## config.mk

```make
export PLATFORM = sky130hd
export DESIGN_NAME = consensus_leader_election
export DESIGN_NICKNAME = d
export VERILOG_FILES = /design/src/rtl/core/cle_pkg.sv /design/src/rtl/core/cle_queue.sv /design/src/rtl/core/cle_front.sv /design/src/rtl/core/cle_back.sv /design/src/rtl/core/consensus_leader_election.sv
export VERILOG_INCLUDE_DIRS = /design/src /design/src/rtl/core
export SDC_FILE = /design/constraint.sdc
export NUM_CORES = 1
export LEC_CHECK = 0
export ABC_CLOCK_PERIOD_IN_PS = 6300
export BUFFER_PORTS_ARGS = -buffer_cell sky130_fd_sc_hd__buf_4
export CAP_MARGIN = 25
export CORE_MARGIN = 2
export CORE_UTILIZATION = 59
export DETAILED_ROUTE_END_ITERATION = 10
export HOLD_SLACK_MARGIN = 0.08
export PLACE_DENSITY = 0.77
export SETUP_SLACK_MARGIN = 0.4
export SLEW_MARGIN = 20
export SYNTH_ARGS = -nofsm -noshare
export SYNTH_HDL_FRONTEND = slang
export SYNTH_SLANG_ARGS = --single-unit
```

## constraint.sdc

```tcl
create_clock -name clk -period 6.3 [get_ports clk]
set_input_delay 0.63 -clock clk [delete_from_list [all_inputs] [get_ports clk]]
set_output_delay 0.63 -clock clk [all_outputs]
set_load 0.02 [all_outputs]
```

## src/rtl/core/consensus_leader_election_macros.svh

```systemverilog
// Assertion macros shared by the election block's modules.
// Needs clk and rst_n in the scope of the module that uses them.
`ifndef CONSENSUS_LEADER_ELECTION_MACROS_SVH
`define CONSENSUS_LEADER_ELECTION_MACROS_SVH

// Same-cycle implication, disabled during reset.
`define CLE_ASSERT_IMP(label, ante, cons) \
    label: assert property (@(posedge clk) disable iff (!rst_n) (ante) |-> (cons)) \
        else $error("election block assertion failed");

// Next-cycle implication, disabled during reset.
`define CLE_ASSERT_NXT(label, ante, cons) \
    label: assert property (@(posedge clk) disable iff (!rst_n) (ante) |=> (cons)) \
        else $error("election block assertion failed");

`endif

```

## src/rtl/core/cle_pkg.sv

```systemverilog
// Types and constants of the leader election block.
// No dependencies; imported by every module of the block.
package cle_pkg;

    localparam int MAX_NODES_DEF   = 16;
    localparam int TERM_BITS_DEF   = 32;
    localparam int QUEUE_DEPTH_DEF = 4;
    localparam int MAX_RESULTS     = 15;
    localparam int RES_CNT_W       = $clog2(MAX_RESULTS + 1);
    localparam int CFG_ADDR_W      = 3;

    localparam logic [4:0] VOTE_NONE          = 5'd16;
    localparam logic [4:0] CLUSTER_SIZE_RST   = 5'd3;
    localparam logic [8:0] ELECT_TIMEOUT_RST  = 9'd200;
    localparam logic [7:0] HB_INTERVAL_RST    = 8'd50;

    typedef enum logic [1:0] {
        ROLE_FOLLOWER  = 2'd0,
        ROLE_CANDIDATE = 2'd1,
        ROLE_LEADER    = 2'd2
    } role_t;

    typedef enum logic [1:0] {
        REQ_TICK       = 2'd0,
        REQ_VOTE       = 2'd1,
        REQ_VOTE_RSP   = 2'd2,
        REQ_APPEND     = 2'd3
    } req_type_t;

    typedef enum logic [1:0] {
        MSG_VOTE       = 2'd0,
        MSG_VOTE_RSP   = 2'd1,
        MSG_APPEND     = 2'd2,
        MSG_APPEND_RSP = 2'd3
    } msg_kind_t;

    typedef enum logic [CFG_ADDR_W-1:0] {
        CFG_NODE_NUMBER  = 3'd0,
        CFG_CLUSTER_SIZE = 3'd1,
        CFG_ELECT_TMO    = 3'd2,
        CFG_HB_INTERVAL  = 3'd3,
        CFG_LOG_LENGTH   = 3'd4,
        CFG_LOG_TERM     = 3'd5
    } cfg_idx_t;

    typedef enum logic {
        BK_IDLE = 1'b0,
        BK_RUN  = 1'b1
    } back_state_t;

    typedef struct packed {
        logic [1:0]  req_type;
        logic [31:0] msg_term;
        logic [3:0]  sender_id;
        logic [31:0] cand_last_index;
        logic [31:0] cand_last_term;
        logic        granted_in;
    } cle_req_t;

    typedef struct packed {
        logic [1:0]  msg_kind;
        logic [3:0]  dest_id;
        logic [31:0] out_term;
        logic        vote_yes;
        logic [31:0] out_log_index;
        logic [31:0] out_log_term;
        logic [1:0]  node_role;
        logic        last;
    } cle_rsp_t;

    typedef struct packed {
        logic [3:0]  node_number;
        logic [4:0]  cluster_size;
        logic [8:0]  election_timeout_ms;
        logic [7:0]  heartbeat_interval_ms;
        logic [31:0] own_log_length;
        logic [31:0] own_log_last_term;
    } cle_cfg_t;

    // One queued unit of output work: a single reply or a broadcast.
    typedef struct packed {
        logic                 bcast;
        msg_kind_t            kind;
        logic [3:0]           dest;
        logic [31:0]          term;
        logic                 yes;
        role_t                role;
        logic [RES_CNT_W-1:0] count;
    } cle_job_t;

endpackage

```

## src/rtl/core/cle_queue.sv

```systemverilog
// Short FIFO of output jobs between the front and back parts.
// Depends on cle_pkg and the block's assertion macros.
`include "consensus_leader_election_macros.svh"

module cle_queue
    import cle_pkg::*;
#(
    parameter int DEPTH = QUEUE_DEPTH_DEF
)
(
    input  logic     clk,
    input  logic     rst_n,
    input  logic     push,
    input  cle_job_t push_job,
    output logic     full,
    input  logic     pop,
    output logic     not_empty,
    output cle_job_t head_job
);

    localparam int PTR_W = (DEPTH > 1) ? $clog2(DEPTH) : 1;
    localparam int CNT_W = $clog2(DEPTH + 1);

    cle_job_t         slot_reg [DEPTH];
    logic [PTR_W-1:0] wr_ptr_reg, wr_ptr_next;
    logic [PTR_W-1:0] rd_ptr_reg, rd_ptr_next;
    logic [CNT_W-1:0] count_reg,  count_next;

    assign full      = (count_reg == CNT_W'(DEPTH));
    assign not_empty = (count_reg != '0);
    assign head_job  = slot_reg[rd_ptr_reg];

    always_comb
    begin
        wr_ptr_next = wr_ptr_reg;
        rd_ptr_next = rd_ptr_reg;
        count_next  = count_reg;
        if (push)
        begin
            wr_ptr_next = (wr_ptr_reg == PTR_W'(DEPTH - 1)) ? '0 : wr_ptr_reg + 1'b1;
        end
        if (pop)
        begin
            rd_ptr_next = (rd_ptr_reg == PTR_W'(DEPTH - 1)) ? '0 : rd_ptr_reg + 1'b1;
        end
        if (push && !pop)
        begin
            count_next = count_reg + 1'b1;
        end
        else if (pop && !push)
        begin
            count_next = count_reg - 1'b1;
        end
    end

    always_ff @(posedge clk or negedge rst_n)
    begin
        if (!rst_n)
        begin
            wr_ptr_reg <= '0;
            rd_ptr_reg <= '0;
            count_reg  <= '0;
        end
        else
        begin
            wr_ptr_reg <= wr_ptr_next;
            rd_ptr_reg <= rd_ptr_next;
            count_reg  <= count_next;
        end
    end

    always_ff @(posedge clk)
    begin
        if (push)
        begin
            slot_reg[wr_ptr_reg] <= push_job;
        end
    end

    `CLE_ASSERT_IMP(a_q_count_bound, 1'b1, count_reg <= CNT_W'(DEPTH))
    `CLE_ASSERT_IMP(a_q_no_pop_empty, pop, count_reg != '0)
    `CLE_ASSERT_NXT(a_q_push_grows, push && !pop, count_reg == $past(count_reg) + 1'b1)

endmodule

```

## src/rtl/core/cle_front.sv

```systemverilog
// Front part: accepts requests, updates role/term/vote/timer state, queues output jobs.
// Depends on cle_pkg.
module cle_front
    import cle_pkg::*;
#(
    parameter int MAX_NODES = MAX_NODES_DEF,
    parameter int TERM_BITS = TERM_BITS_DEF
)
(
    input  logic     clk,
    input  logic     rst_n,
    input  logic     in_valid,
    output logic     in_stall,
    input  cle_req_t in_req,
    input  cle_cfg_t cfg,
    input  logic     q_full,
    output logic     push,
    output cle_job_t push_job
);

    role_t                role_reg,     role_next;
    logic [TERM_BITS-1:0] term_reg,     term_next;
    logic [4:0]           vholder_reg,  vholder_next;
    logic [4:0]           vcount_reg,   vcount_next;
    logic                 active_reg,   active_next;
    logic [8:0]           silence_reg,  silence_next;
    logic [7:0]           hb_reg,       hb_next;

    logic                 in_acc;
    logic                 emit;
    logic [TERM_BITS-1:0] t;
    logic                 term_gt, term_lt, term_eq;
    logic                 log_ok;
    logic                 grant;
    logic [4:0]           vholder_eff;
    logic [4:0]           vcount_inc;
    logic [9:0]           silence_inc;
    logic [8:0]           hb_inc;
    logic [4:0]           limit;
    logic [4:0]           bcast_raw;
    logic [RES_CNT_W-1:0] bcast_n;
    cle_job_t             job;

    assign in_stall = q_full;
    assign in_acc   = in_valid && !q_full;

    // destinations 0..limit-1 minus self, capped at MAX_RESULTS
    always_comb
    begin
        if (32'(cfg.cluster_size) > 32'(MAX_NODES))
        begin
            limit = 5'(MAX_NODES);
        end
        else
        begin
            limit = cfg.cluster_size;
        end
        bcast_raw = limit - 5'({1'b0, cfg.node_number} < limit);
        bcast_n   = (bcast_raw > 5'(MAX_RESULTS)) ? RES_CNT_W'(MAX_RESULTS)
                                                  : RES_CNT_W'(bcast_raw);
    end

    always_comb
    begin
        t           = TERM_BITS'(in_req.msg_term);
        term_gt     = (t > term_reg);
        term_lt     = (t < term_reg);
        term_eq     = (t == term_reg);
        log_ok      = (cfg.own_log_length == '0)
                   || (in_req.cand_last_term > cfg.own_log_last_term)
                   || ((in_req.cand_last_term == cfg.own_log_last_term)
                       && (in_req.cand_last_index >= cfg.own_log_length));
        vholder_eff = term_gt ? VOTE_NONE : vholder_reg;
        grant       = !term_lt && log_ok
                   && ((vholder_eff == VOTE_NONE) || (vholder_eff == {1'b0, in_req.sender_id}));
        vcount_inc  = (&vcount_reg) ? vcount_reg : vcount_reg + 5'd1;
        silence_inc = {1'b0, silence_reg} + 10'd1;
        hb_inc      = {1'b0, hb_reg} + 9'd1;

        role_next    = role_reg;
        term_next    = term_reg;
        vholder_next = vholder_reg;
        vcount_next  = vcount_reg;
        active_next  = active_reg;
        silence_next = silence_reg;
        hb_next      = hb_reg;
        emit         = 1'b0;
        job          = '0;

        if (in_acc)
        begin
            unique case (in_req.req_type)
                REQ_TICK:
                begin
                    if (role_reg == ROLE_LEADER)
                    begin
                        if (hb_inc > {1'b0, cfg.heartbeat_interval_ms})
                        begin
                            hb_next   = '0;
                            emit      = (bcast_n != '0);
                            job.bcast = 1'b1;
                            job.kind  = MSG_APPEND;
                            job.count = bcast_n;
                        end
                        else
                        begin
                            hb_next = hb_inc[7:0];
                        end
                    end
                    else if (silence_inc > {1'b0, cfg.election_timeout_ms})
                    begin
                        // election start
                        role_next    = ROLE_CANDIDATE;
                        term_next    = term_reg + 1'b1;
                        vholder_next = {1'b0, cfg.node_number};
                        vcount_next  = 5'd1;
                        active_next  = 1'b1;
                        silence_next = '0;
                        if (cfg.cluster_size < 5'd2)
                        begin
                            role_next   = ROLE_LEADER;
                            active_next = 1'b0;
                            hb_next     = '0;
                        end
                        emit      = (bcast_n != '0);
                        job.bcast = 1'b1;
                        job.kind  = MSG_VOTE;
                        job.count = bcast_n;
                    end
                    else
                    begin
                        silence_next = silence_inc[8:0];
                    end
                end
                REQ_VOTE:
                begin
                    if (term_gt)
                    begin
                        term_next    = t;
                        role_next    = ROLE_FOLLOWER;
                        vholder_next = VOTE_NONE;
                        active_next  = 1'b0;
                        silence_next = '0;
                    end
                    if (grant)
                    begin
                        vholder_next = {1'b0, in_req.sender_id};
                        silence_next = '0;
                    end
                    emit      = 1'b1;
                    job.kind  = MSG_VOTE_RSP;
                    job.dest  = in_req.sender_id;
                    job.yes   = grant;
                    job.count = RES_CNT_W'(1);
                end
                REQ_VOTE_RSP:
                begin
                    if (active_reg)
                    begin
                        if (term_gt)
                        begin
                            term_next    = t;
                            role_next    = ROLE_FOLLOWER;
                            vholder_next = VOTE_NONE;
                            active_next  = 1'b0;
                            silence_next = '0;
                        end
                        else if (term_eq && in_req.granted_in)
                        begin
                            vcount_next = vcount_inc;
                            if (vcount_inc > {1'b0, cfg.cluster_size[4:1]})
                            begin
                                role_next   = ROLE_LEADER;
                                active_next = 1'b0;
                                hb_next     = '0;
                            end
                        end
                    end
                end
                REQ_APPEND:
                begin
                    if (term_gt)
                    begin
                        term_next    = t;
                        role_next    = ROLE_FOLLOWER;
                        vholder_next = VOTE_NONE;
                        active_next  = 1'b0;
                    end
                    silence_next = '0;
                    emit      = 1'b1;
                    job.kind  = MSG_APPEND_RSP;
                    job.dest  = in_req.sender_id;
                    job.yes   = 1'b1;
                    job.count = RES_CNT_W'(1);
                end
                default:
                begin
                end
            endcase
        end

        // results carry term and role as they stand after the request
        job.term = 32'(term_next);
        job.role = role_next;
    end

    assign push     = emit;
    assign push_job = job;

    always_ff @(posedge clk or negedge rst_n)
    begin
        if (!rst_n)
        begin
            role_reg    <= ROLE_FOLLOWER;
            term_reg    <= '0;
            vholder_reg <= VOTE_NONE;
            vcount_reg  <= '0;
            active_reg  <= 1'b0;
            silence_reg <= '0;
            hb_reg      <= '0;
        end
        else
        begin
            role_reg    <= role_next;
            term_reg    <= term_next;
            vholder_reg <= vholder_next;
            vcount_reg  <= vcount_next;
            active_reg  <= active_next;
            silence_reg <= silence_next;
            hb_reg      <= hb_next;
        end
    end

endmodule

```

## src/rtl/core/cle_back.sv

```systemverilog
// Back part: expands queued jobs into responses, one per cycle while out_stall is low, into an output register.
// Depends on cle_pkg and the block's assertion macros.
`include "consensus_leader_election_macros.svh"

module cle_back
    import cle_pkg::*;
(
    input  logic     clk,
    input  logic     rst_n,
    input  cle_cfg_t cfg,
    input  logic     q_valid,
    input  cle_job_t q_job,
    output logic     pop,
    output logic     out_valid,
    input  logic     out_stall,
    output cle_rsp_t out_rsp
);

    back_state_t          state_reg, state_next;
    cle_job_t             job_reg;
    logic [4:0]           idx_reg;
    logic [RES_CNT_W-1:0] cnt_reg;
    logic                 out_valid_reg;
    cle_rsp_t             out_reg;

    logic                 emit;
    logic                 is_last;
    logic [4:0]           dest;
    cle_rsp_t             rsp;

    // broadcast skips this node's own number
    always_comb
    begin
        if (job_reg.bcast)
        begin
            dest = (idx_reg == {1'b0, cfg.node_number}) ? idx_reg + 5'd1 : idx_reg;
        end
        else
        begin
            dest = {1'b0, job_reg.dest};
        end
        is_last = (cnt_reg == job_reg.count - 1'b1);

        rsp.msg_kind      = job_reg.kind;
        rsp.dest_id       = dest[3:0];
        rsp.out_term      = job_reg.term;
        rsp.vote_yes      = job_reg.yes;
        rsp.out_log_index = job_reg.bcast ? cfg.own_log_length : '0;
        rsp.out_log_term  = (job_reg.bcast && (cfg.own_log_length != '0))
                          ? cfg.own_log_last_term : '0;
        rsp.node_role     = job_reg.role;
        rsp.last          = is_last;
    end

    always_comb
    begin
        state_next = state_reg;
        unique case (state_reg)
            BK_IDLE:
            begin
                if (q_valid)
                begin
                    state_next = BK_RUN;
                end
            end
            BK_RUN:
            begin
                if (emit && is_last)
                begin
                    state_next = BK_IDLE;
                end
            end
            default:
            begin
                state_next = BK_IDLE;
            end
        endcase
    end

    always_comb
    begin
        pop  = (state_reg == BK_IDLE) && q_valid;
        emit = (state_reg == BK_RUN) && (!out_valid_reg || !out_stall);
    end

    always_ff @(posedge clk or negedge rst_n)
    begin
        if (!rst_n)
        begin
            state_reg     <= BK_IDLE;
            idx_reg       <= '0;
            cnt_reg       <= '0;
            out_valid_reg <= 1'b0;
        end
        else
        begin
            state_reg <= state_next;
            if (pop)
            begin
                idx_reg <= '0;
                cnt_reg <= '0;
            end
            else if (emit)
            begin
                idx_reg <= dest + 5'd1;
                cnt_reg <= cnt_reg + 1'b1;
            end
            if (emit)
            begin
                out_valid_reg <= 1'b1;
            end
            else if (!out_stall)
            begin
                out_valid_reg <= 1'b0;
            end
        end
    end

    always_ff @(posedge clk)
    begin
        if (pop)
        begin
            job_reg <= q_job;
        end
        if (emit)
        begin
            out_reg <= rsp;
        end
    end

    assign out_valid = out_valid_reg;
    assign out_rsp   = out_reg;

    `CLE_ASSERT_IMP(a_bk_cnt_bound, state_reg == BK_RUN, cnt_reg < job_reg.count)
    `CLE_ASSERT_IMP(a_bk_no_self, (state_reg == BK_RUN) && job_reg.bcast,
                    dest != {1'b0, cfg.node_number})
    `CLE_ASSERT_NXT(a_bk_last_idle, emit && is_last, state_reg == BK_IDLE)

endmodule

```

## src/rtl/core/consensus_leader_election.sv

```systemverilog
// Election side of one consensus node: configuration registers and the
// front/queue/back pipeline. Depends on cle_pkg, cle_front, cle_queue, cle_back.
//
// Usage:
//   Requests (ticks, vote requests, vote responses, append entries) enter on
//   in_valid/in_stall/in_req; a request is taken when in_valid is high and
//   in_stall low. Responses leave on out_valid/out_stall/out_rsp; the last
//   response caused by one request has out_rsp.last set. Requests causing no
//   response (most ticks, vote responses) leave only state changes.
//   The first response passes the job queue, the back part's job register and its output register.
//   Throughput: the front takes one request per cycle while the job queue
//   has room. The back drains one job at a time: it takes the job from the
//   queue while idle, then emits its responses one per cycle while out_stall
//   is low, so the back unit's output register sets the sustained rate.
//   When the receiver stalls, the output register holds its response, the
//   back part waits, the queue fills and then in_stall rises.
//   Reset (rst_n low, asynchronous) clears the node to follower, term 0,
//   no vote, timers zero, empties the queue and loads the register defaults.
//   Users write configuration (cfg_we/cfg_addr/cfg_data) only while idle;
//   the block does not enforce this. Addresses past the register list are ignored.
module consensus_leader_election
    import cle_pkg::*;
#(
    parameter int MAX_NODES   = MAX_NODES_DEF,
    parameter int TERM_BITS   = TERM_BITS_DEF,
    parameter int QUEUE_DEPTH = QUEUE_DEPTH_DEF
)
(
    input  logic                  clk,
    input  logic                  rst_n,
    input  logic                  in_valid,
    output logic                  in_stall,
    input  cle_req_t              in_req,
    output logic                  out_valid,
    input  logic                  out_stall,
    output cle_rsp_t              out_rsp,
    input  logic                  cfg_we,
    input  logic [CFG_ADDR_W-1:0] cfg_addr,
    input  logic [31:0]           cfg_data
);

    cle_cfg_t cfg_reg, cfg_next;

    // job queue link
    logic     q_push;
    cle_job_t q_push_job;
    logic     q_full;
    logic     q_pop;
    logic     q_valid;
    cle_job_t q_head;

    // register file: plain writes, no read-back
    always_comb
    begin
        cfg_next = cfg_reg;
        if (cfg_we)
        begin
            unique case (cfg_addr)
                CFG_NODE_NUMBER:  cfg_next.node_number           = cfg_data[3:0];
                CFG_CLUSTER_SIZE: cfg_next.cluster_size          = cfg_data[4:0];
                CFG_ELECT_TMO:    cfg_next.election_timeout_ms   = cfg_data[8:0];
                CFG_HB_INTERVAL:  cfg_next.heartbeat_interval_ms = cfg_data[7:0];
                CFG_LOG_LENGTH:   cfg_next.own_log_length        = cfg_data;
                CFG_LOG_TERM:     cfg_next.own_log_last_term     = cfg_data;
                default:
                begin
                end
            endcase
        end
    end

    always_ff @(posedge clk or negedge rst_n)
    begin
        if (!rst_n)
        begin
            cfg_reg.node_number           <= '0;
            cfg_reg.cluster_size          <= CLUSTER_SIZE_RST;
            cfg_reg.election_timeout_ms   <= ELECT_TIMEOUT_RST;
            cfg_reg.heartbeat_interval_ms <= HB_INTERVAL_RST;
            cfg_reg.own_log_length        <= '0;
            cfg_reg.own_log_last_term     <= '0;
        end
        else
        begin
            cfg_reg <= cfg_next;
        end
    end

    // front: classify request, update node state, queue the output work
    cle_front #(
        .MAX_NODES (MAX_NODES),
        .TERM_BITS (TERM_BITS)
    ) u_front (
        .clk      (clk),
        .rst_n    (rst_n),
        .in_valid (in_valid),
        .in_stall (in_stall),
        .in_req   (in_req),
        .cfg      (cfg_reg),
        .q_full   (q_full),
        .push     (q_push),
        .push_job (q_push_job)
    );

    cle_queue #(
        .DEPTH (QUEUE_DEPTH)
    ) u_queue (
        .clk       (clk),
        .rst_n     (rst_n),
        .push      (q_push),
        .push_job  (q_push_job),
        .full      (q_full),
        .pop       (q_pop),
        .not_empty (q_valid),
        .head_job  (q_head)
    );

    // back: replies and broadcasts, one response per cycle while out_stall is low
    cle_back u_back (
        .clk       (clk),
        .rst_n     (rst_n),
        .cfg       (cfg_reg),
        .q_valid   (q_valid),
        .q_job     (q_head),
        .pop       (q_pop),
        .out_valid (out_valid),
        .out_stall (out_stall),
        .out_rsp   (out_rsp)
    );

endmodule
```

==> metrics.md, run 1 <==
| Metric | Value |
|---|---|
| Sequential power share | `0.456` |
| Net switching power | `3513 uW` |
| Crit path capture type | `register` |
| Vias in the first global route | `15,210` |
| Status | `finished, final reports clean` |
| Die Span Y | `203.2 um` |
| Worst path bufs/invs | `3` |
| Ys async rst share | `0.3360` |
| Total core area | `38,920 um^2` |
| Worst Reg-to-Reg Cells | `17` |
| Total GRT Usage | `0.2683` |
| Setup ws final | `1.598 ns` |
| P_int | `7479 uW` |
| Slowest CP cell | `a32oi_4` |
| Synth Area in XOR/XNOR | `0.01496` |
| Post-synth top flop | `edfxtp_1` |
| Pwr Total | `10,990 uW` |
| Number of flops mapped to enable cells by yosys | `336` |
| Post_cts resized | `0` |
| Final Max Slew Viols | `0` |
| Hpwl dp | `37,320 um` |
| CP Data Arrival Time | `5.17 ns` |
| Most common library cells after synthesis | `336 x edfxtp_1, 161 x dfrtp_1, 142 x inv_1, 141 x nand2_1, 136 x ha_1` |
| Setup_tns | `0 ns` |
| Compound-Gate Fraction of Synth Area | `0.08449` |
| DR vias/cell | `5.924` |
| Peak VDD IR | `286.7 uV` |
| Largest net degree at the start of global routing | `73` |
| Initial antenna violation count | `5` |
| Max incr delay on CP | `0.66 ns` |
| # DRC | `0` |
| First-pass GRT wire length | `84,960 um` |
| Adder-cell share of the synthesized area | `0.07353` |
| Synth top area share | `0.4309` |
| RSZ-0062 raised after global routing | `no` |
| Critical path data required time | `6.76 ns` |
| Post-synthesis simple-gate area fraction | `0.1066` |
| Critical path class | `reg -> reg` |
| Largest family of logic cells by synthesized area | `simple AND/OR/NAND/NOR gates` |
| Final worst-path cycle share | `0.7464` |
| Worst reg2reg path startpoint | `u_front.silence_reg[2]$_DFFE_PN0P_` |
| Num CTS Buffers | `49` |
| Count of max-cap constraint violations | `0` |
| Slew headroom | `0.2983` |
| LEAKAGE | `0.01119 uW` |
| Clock slew at reported path FFs | `0.06 ns` |
| Mux contribution to synthesized area | `0.07369` |
| Synth warn | `0` |
| Pwr dens | `399.9 nW/um^2` |
| Initial Util | `0.6016` |
| HP Class | `in -> reg` |
| CTS root buf | `clkbuf_16` |
| Distinct cell type count after synthesis | `80` |
| Final GP Congestion | `0.9109` |
| Setup violations, final | `0` |
| IO Pins | `251` |
| CTS tree | `done` |
| Crit start category | `register` |
| Layout cells sized above 1 | `0.2368` |
| Comb pwr share | `0.284` |
| Hold depth | `3` |
| Post-layout net count | `2,310` |
| Reg2reg setup slack | `1.60 ns` |
| CP cell instances | `nand3_2 > clkinv_1 > and3_4 > nand3_1 > xnor2_1 > ha_1 > a21o_1 > a21oi_1 > o2111ai_1 > a32oi_4 > and2_1 > o41a_1 > inv_1 > ha_1 > inv_1 > fa_1 > mux2_2` |
| Sequential fraction of the synthesis area | `0.6131` |
| Max FFs per register | `184` |
| Final design utilization | `0.7063` |
| Cell Rows | `72` |
| Worst Hold End | `cfg_reg[46]$_DFFE_PN0P_` |
| Final Hold Fails | `0` |
| FF-to-FF End | `u_queue.count_reg[1]$_DFFE_PN0P_` |
| CTS Buffer Depth | `3` |
| Clk_lat worst skew | `0.59 ns` |
| Net Sw Frac | `0.3196` |
| Post-route ant nets | `0` |
| DIE AREA | `41,290 um^2` |
| CP max FO | `16` |
| Register bit total from synthesis | `506` |
| Sink Count | `506` |
| Area Overhead vs Synth | `17.39%` |
| 1st-iter DRT viols | `1,194` |
| Grt total ovfl | `0` |
| CTS HTree Levels | `2` |
| Tightest Pin Transition | `1.039 ns` |
| Via count | `15,350` |
| Input/output buffers | `250` |
| Delay-heaviest family, CP | `compound AO/OA/AOI/OAI gates` |
| Net count after synthesis | `2,048` |
| WL per Instance | `20.94 um` |
| Post-Syn Area per Cell | `13.24 um^2` |
| Minimum clock period | `4.702 ns` |
| Mapped cell area | `23,410 um^2` |
| Clk pwr share | `0.260` |
| Post-Place Worst Slack | `1.586 ns` |
| Die W | `203.2 um` |
| WHS | `0.2616 ns` |
| Stages on worst setup path | `17` |
| Hold_sp | `cfg_data[14]` |
| Post-Syn Instances | `1,768` |
| Fmax | `212.7 MHz` |
| Count leader, synth | `edfxtp_1` |
| Post-Route Skew | `0.02398 ns` |
| TritonRoute pass-1 iters | `6` |
| Synth area leaders | `edfxtp_1 43%, dfrtp_1 17%, ha_1 7.3%` |
| Post-Route WL | `54,250 um` |
| Leading area contributor after synthesis | `edfxtp_1` |
## placed cells by master, fill, tap and decap left out, types with 7 or more instances in the layout
cell,n
xor2_1,17
mux4_2,46
a21o_1,24
or3_1,7
nor3_1,25
buf_4,270
o211ai_1,21
o21a_1,8
nand3_1,49
and2_1,70
nor2_1,50
edfxtp_1,336
dfstp_2,9
a22o_1,7
clkbuf_16,50
a21oi_1,67
clkinv_2,15
nor2b_1,9
and3_1,12
clkinv_1,7
nand2_1,141
ha_1,136
clkbuf_1,11
a31oi_1,10
xnor2_1,23
mux2i_1,7
o21ai_0,94
nor4_1,19
dfrtp_1,159
mux2_2,55
inv_1,140
nand4_1,36
## power groups by stage
stage	Clock, uW	Sequential [uW]	Combinational (uW)
floorplan	0	5090	1960
global placement	0	5020	2960
detailed placement	0	5060	3070
CTS	2910	5010	3120
global route	3030	5100	3430
finish	2860	5010	3120
## area by class of cell
cell class | instances | area (um^2)
tap | 518 | 648.1
antenna | 4 | 10.01
multi-input combinational | 1057 | 8317
clock buffer | 63 | 1320
inverter | 143 | 539.3
sequential | 506 | 14360
timing repair buffer | 273 | 2053
fill | 2655 | 11430
clock inverter | 27 | 241.5
## timing repair
item                                    CTS  global route
endpoints found under the setup margin    0             0
buffers inserted                          0             0
hold buffers                              1             0
endpoints found under the hold margin    47             0
## how the worst max path moves through the flow
stage	start	endpoint	slack [ns]
floorplan	u_front.silence_reg[0]$_DFFE_PN0P_	u_queue.slot_reg[0][0]$_DFFE_PP_	1.14
global placement	u_front.silence_reg[0]$_DFFE_PN0P_	u_queue.slot_reg[1][30]$_DFFE_PP_	1.63
detailed placement	u_front.silence_reg[0]$_DFFE_PN0P_	u_queue.slot_reg[3][26]$_DFFE_PP_	1.59
CTS	u_front.silence_reg[0]$_DFFE_PN0P_	u_queue.slot_reg[1][29]$_DFFE_PP_	1.57
global route	u_front.silence_reg[2]$_DFFE_PN0P_	u_queue.count_reg[1]$_DFFE_PN0P_	1.30
finish	u_front.silence_reg[2]$_DFFE_PN0P_	u_queue.count_reg[1]$_DFFE_PN0P_	1.60
## worst register-to-register path, cell delays in order, from the launching register on
cell and delay [ns]:
dfrtp_1 0.44, nand3_2 0.15, clkinv_1 0.08, and3_4 0.20
nand3_1 0.14, xnor2_1 0.21, ha_1 0.27, a21o_1 0.16
a21oi_1 0.18, o2111ai_1 0.20, a32oi_4 0.66, and2_1 0.27
o41a_1 0.52, inv_1 0.12, ha_1 0.24, inv_1 0.07
fa_1 0.41, mux2_2 0.28
## routing by layer
layer | track usage | vias to the layer above | share of wire
li1 | - | 7105 | -
met1 | 0.3757 | 7586 | 0.43
met2 | 0.4278 | 539 | 0.48
met3 | 0.04762 | 116 | 0.064
met4 | 0.09489 | 2 | 0.032
met5 | 0 | - | 0.00024
## cells by family (layout without fill, tap and decap cells)
logic type / Yosys count / count (layout)
flops: 506 / 506
simple gates: 466 / 466
compound gates: 306 / 306
buf+inv: 205 / 506
fa+ha+maj: 137 / 137
mux: 108 / 108
xor+xnor: 40 / 40
other cells: 0 / 4
## stage by stage
stage               cell area [um^2]  instances
floorplan                      23410       1768
global placement               25900       2495
detailed placement             25900       2495
CTS                            27470       2586
global route                   27490       2591
finish                         27490       2591
No activity file was read; power rests on OpenSTA's default activity.
==> inputs of run 2 (changes only) <==
Settings changed: ABC_CLOCK_PERIOD_IN_PS 6300 to 4550.
Clock period 6.3 ns to 4.55 ns, I/O delays scaled along.
==> run 2 against run 1 <==
- register-to-register slack got worse by 1.1 ns
- non-clock buffer count up 33
- cell count rose by 1.5%
- utilization grew 1.3 points
- fmax up 17%
- via count increased by 2.2%
- critical path type unchanged
- hold slack worse by 0.15 ns
- critical endpoint is now u_queue.count_reg[2]$_DFFE_PN0P_
- sequential power increased by 38%
- clock power is 48% higher
- flip-flop and latch count did not move
- routed wire length up 3.9%
- combinational power is 43% higher
==> metrics.md, run 2 (synthesis results as in run 1) <==
| Metric | Value |
|---|---|
| Status | `finished, final reports clean` |
| # DRC | `0 (unchanged)` |
| Die Span Y | `203.2 um (unchanged)` |
| Final Max Slew Viols | `0 (unchanged)` |
| Critical path data required time | `5.07 ns (-1.69 ns)` |
| Clk_lat worst skew | `0.59 ns (about the same)` |
| First-pass GRT wire length | `87,720 um (+3.2%)` |
| CTS Buffer Depth | `3 (unchanged)` |
| Slew headroom | `0.3464 (+0.04812)` |
| Crit path capture type | `register` |
| CP max FO | `4 (-12)` |
| Post-layout net count | `2,345 (+1.5%)` |
| LEAKAGE | `0.01142 uW (+2.1%)` |
| Via count | `15,690 (+2.2%)` |
| CP Data Arrival Time | `4.55 ns (-0.62 ns)` |
| Critical path class | `reg -> reg` |
| Max incr delay on CP | `0.57 ns (-0.09 ns)` |
| Peak VDD IR | `365.8 uV (+28%)` |
| WL per Instance | `21.43 um (+2.4%)` |
| Final worst-path cycle share | `0.8852 (+0.1388)` |
| DIE AREA | `41,290 um^2 (unchanged)` |
| Post-route ant nets | `0 (unchanged)` |
| Commonest non-fill, non-tap cell in the layout | `edfxtp_1` |
| CTS root buf | `clkbuf_16` |
| Initial antenna violation count | `3 (-2)` |
| Tightest Pin Transition | `0.9667 ns (-0.07260 ns)` |
| Input/output buffers | `250 (unchanged)` |
| Hpwl dp | `38,020 um (+1.9%)` |
| Num CTS Buffers | `51 (+4.1%)` |
| Post-Route WL | `56,350 um (+3.9%)` |
| Count of max-cap constraint violations | `0 (unchanged)` |
| Setup violations, final | `0 (unchanged)` |
| TritonRoute pass-1 iters | `7 (+1)` |
| Final Hold Fails | `0 (unchanged)` |
| Sink Count | `506 (unchanged)` |
| 1st-iter DRT viols | `1,448 (+21%)` |
| Pwr dens | `558.0 nW/um^2 (+40%)` |
| Commonest non-fill, non-tap cells in the layout | `336 x edfxtp_1, 278 x buf_4, 159 x dfrtp_1` |
| Post-Route Skew | `0.01718 ns (-0.006801 ns)` |
| Total GRT Usage | `0.2763 (+0.008026)` |
| Final GP Congestion | `0.8958 (-1.7%)` |
| CTS HTree Levels | `2 (unchanged)` |
| Fmax | `248.3 MHz (+17%)` |
| Slowest CP cell | `dfstp_2` |
| Max FFs per register | `184 (unchanged)` |
| Clock slew at reported path FFs | `0.06 ns (about the same)` |
| Crit start category | `register` |
| RSZ-0062 raised after global routing | `yes` |
| CP dominant cell by count | `xor2_1` |
| Total core area | `38,920 um^2 (unchanged)` |
| Pwr Total | `15,630 uW (+42%)` |
| Area Overhead vs Synth | `19.63%` |
| Cell Rows | `72 (unchanged)` |
| Vias in the first global route | `16,040 (+5.5%)` |
| Die W | `203.2 um (unchanged)` |
| CP cell instances | `nand2_1 > ha_1 > o21ai_0 > nand2b_1 > a21oi_1 > nor2b_1 > o21ai_1 > ha_2 > ha_2 > xor2_1 > nor2_1 > nand4_1 > nand2_1 > o41a_1 > inv_1 > ha_1 > inv_1 > fa_1 > xor2_1 > nor2_1 > xor2_1` |
| IO Pins | `251 (unchanged)` |
| Largest net degree at the start of global routing | `86 (+18%)` |
| DR vias/cell | `5.968 (+0.76%)` |
| Minimum clock period | `4.028 ns (-0.6745 ns)` |
| Setup_tns | `0 ns (unchanged)` |
| HP Class | `in -> reg` |
| CTS tree | `done` |
| Initial Util | `0.6016 (unchanged)` |
| Layout cells sized above 1 | `0.2457 (+0.008901)` |
| Grt total ovfl | `0 (unchanged)` |
-- run 2: cell types whose count changed in the layout (fill, tap and decap cells not counted), moves of 2 or more --
cell,before,now
dlygate4sd3_1,1,19
buf_4,270,278
buf_12,0,5
clkinvlp_4,1,5
clkbuf_16,50,53
clkinv_2,15,12
inv_6,0,3
clkinv_1,7,5
ha_1,136,134
ha_2,0,2
-- run 2: final cells by class --
class                   instances  area [um^2]
clock inverters                32        325.3
clock buffers                  64         1378
multi-input cells            1057         8334
diodes                          3        7.507
flip-flops and latches        506        14360
repair buffers                306         2421
fillers                      2611        10910
inverters                     143        539.3
well taps                     518        648.1
-- run 2: path summary, 6_finish.rpt --
check | start | end | slack, ns | cells after the start
max in group asynchronous | rst_n | u_queue.wr_ptr_reg[1]$_DFFE_PN0P_ | 2.90 | 3
worst max register to register | cfg_reg[82]$_DFFE_PN1P_ | u_queue.count_reg[2]$_DFFE_PN0P_ | 0.52 | 21
worst min register to register | u_back.job_reg[13]$_DFFE_PP_ | u_back.out_rsp[74]$_DFFE_PP_ | 0.42 | 0
worst max-delay path | cfg_reg[82]$_DFFE_PN1P_ | u_queue.count_reg[2]$_DFFE_PN0P_ | 0.52 | 21
min in group asynchronous | rst_n | cfg_reg[18]$_DFFE_PN0P_ | 0.46 | 2
worst min-delay path | cfg_data[15] | cfg_reg[15]$_DFFE_PN0P_ | 0.11 | 2
-- run 2: metal layers --
layer,vias up,GRT usage,part of all wire
li1,7189,-,-
met1,7777,0.3751,0.41
met2,586,0.4459,0.48
met3,139,0.04618,0.069
met4,0,0.1189,0.040
met5,-,0,0
-- run 2: critical path: cells and delay by family (launching register included) --
| family | cells | cell delay [ns] |
|---|---|---|
| buffers and inverters | 2 | 0.15 |
| and+or+nand+nor | 7 | 0.59 |
| adders and majority gates | 5 | 1.26 |
| xor gates and xnor gates | 3 | 0.51 |
| AOI/OAI and AO/OA | 4 | 0.87 |
| DFF | 1 | 0.57 |
-- run 2: what timing repair did --
item,CTS,global route
resized for setup,0,7
setup buffers,0,2
hold buffers,19,0
endpoints found under the hold margin,92,0
setup endpoints to repair,0,22
-- run 2: through the flow --
step / std cells / cell area [um^2] / hold WS [ns] / setup slack, ns / utilization
4_1_cts: 2621 / 27940 / 0.08236 / 0.5184 / 0.7180
3_5_place_dp: 2506 / 26050 / 0.4045 / 0.5959 / 0.6694
6_report: 2629 / 28010 / 0.1078 / 0.5222 / 0.7197
3_3_place_gp: 2506 / 26050 / 0.4015 / 0.7213 / 0.6692
2_1_floorplan: 1768 / 23420 / 0.1594 / 0.2214 / -
5_1_grt: 2629 / 28010 / 0.1023 / 0.2432 / 0.7197
-- run 2: power by group --
group          internal [uW]  total [uW]  switching (uW)  leakage [uW]
Combinational           1880        4470            2590       0.00533
Sequential              6280        6930             647       0.00526
Clock                   2450        4230            1780      0.000827
Total                  10600       15600            5020        0.0114
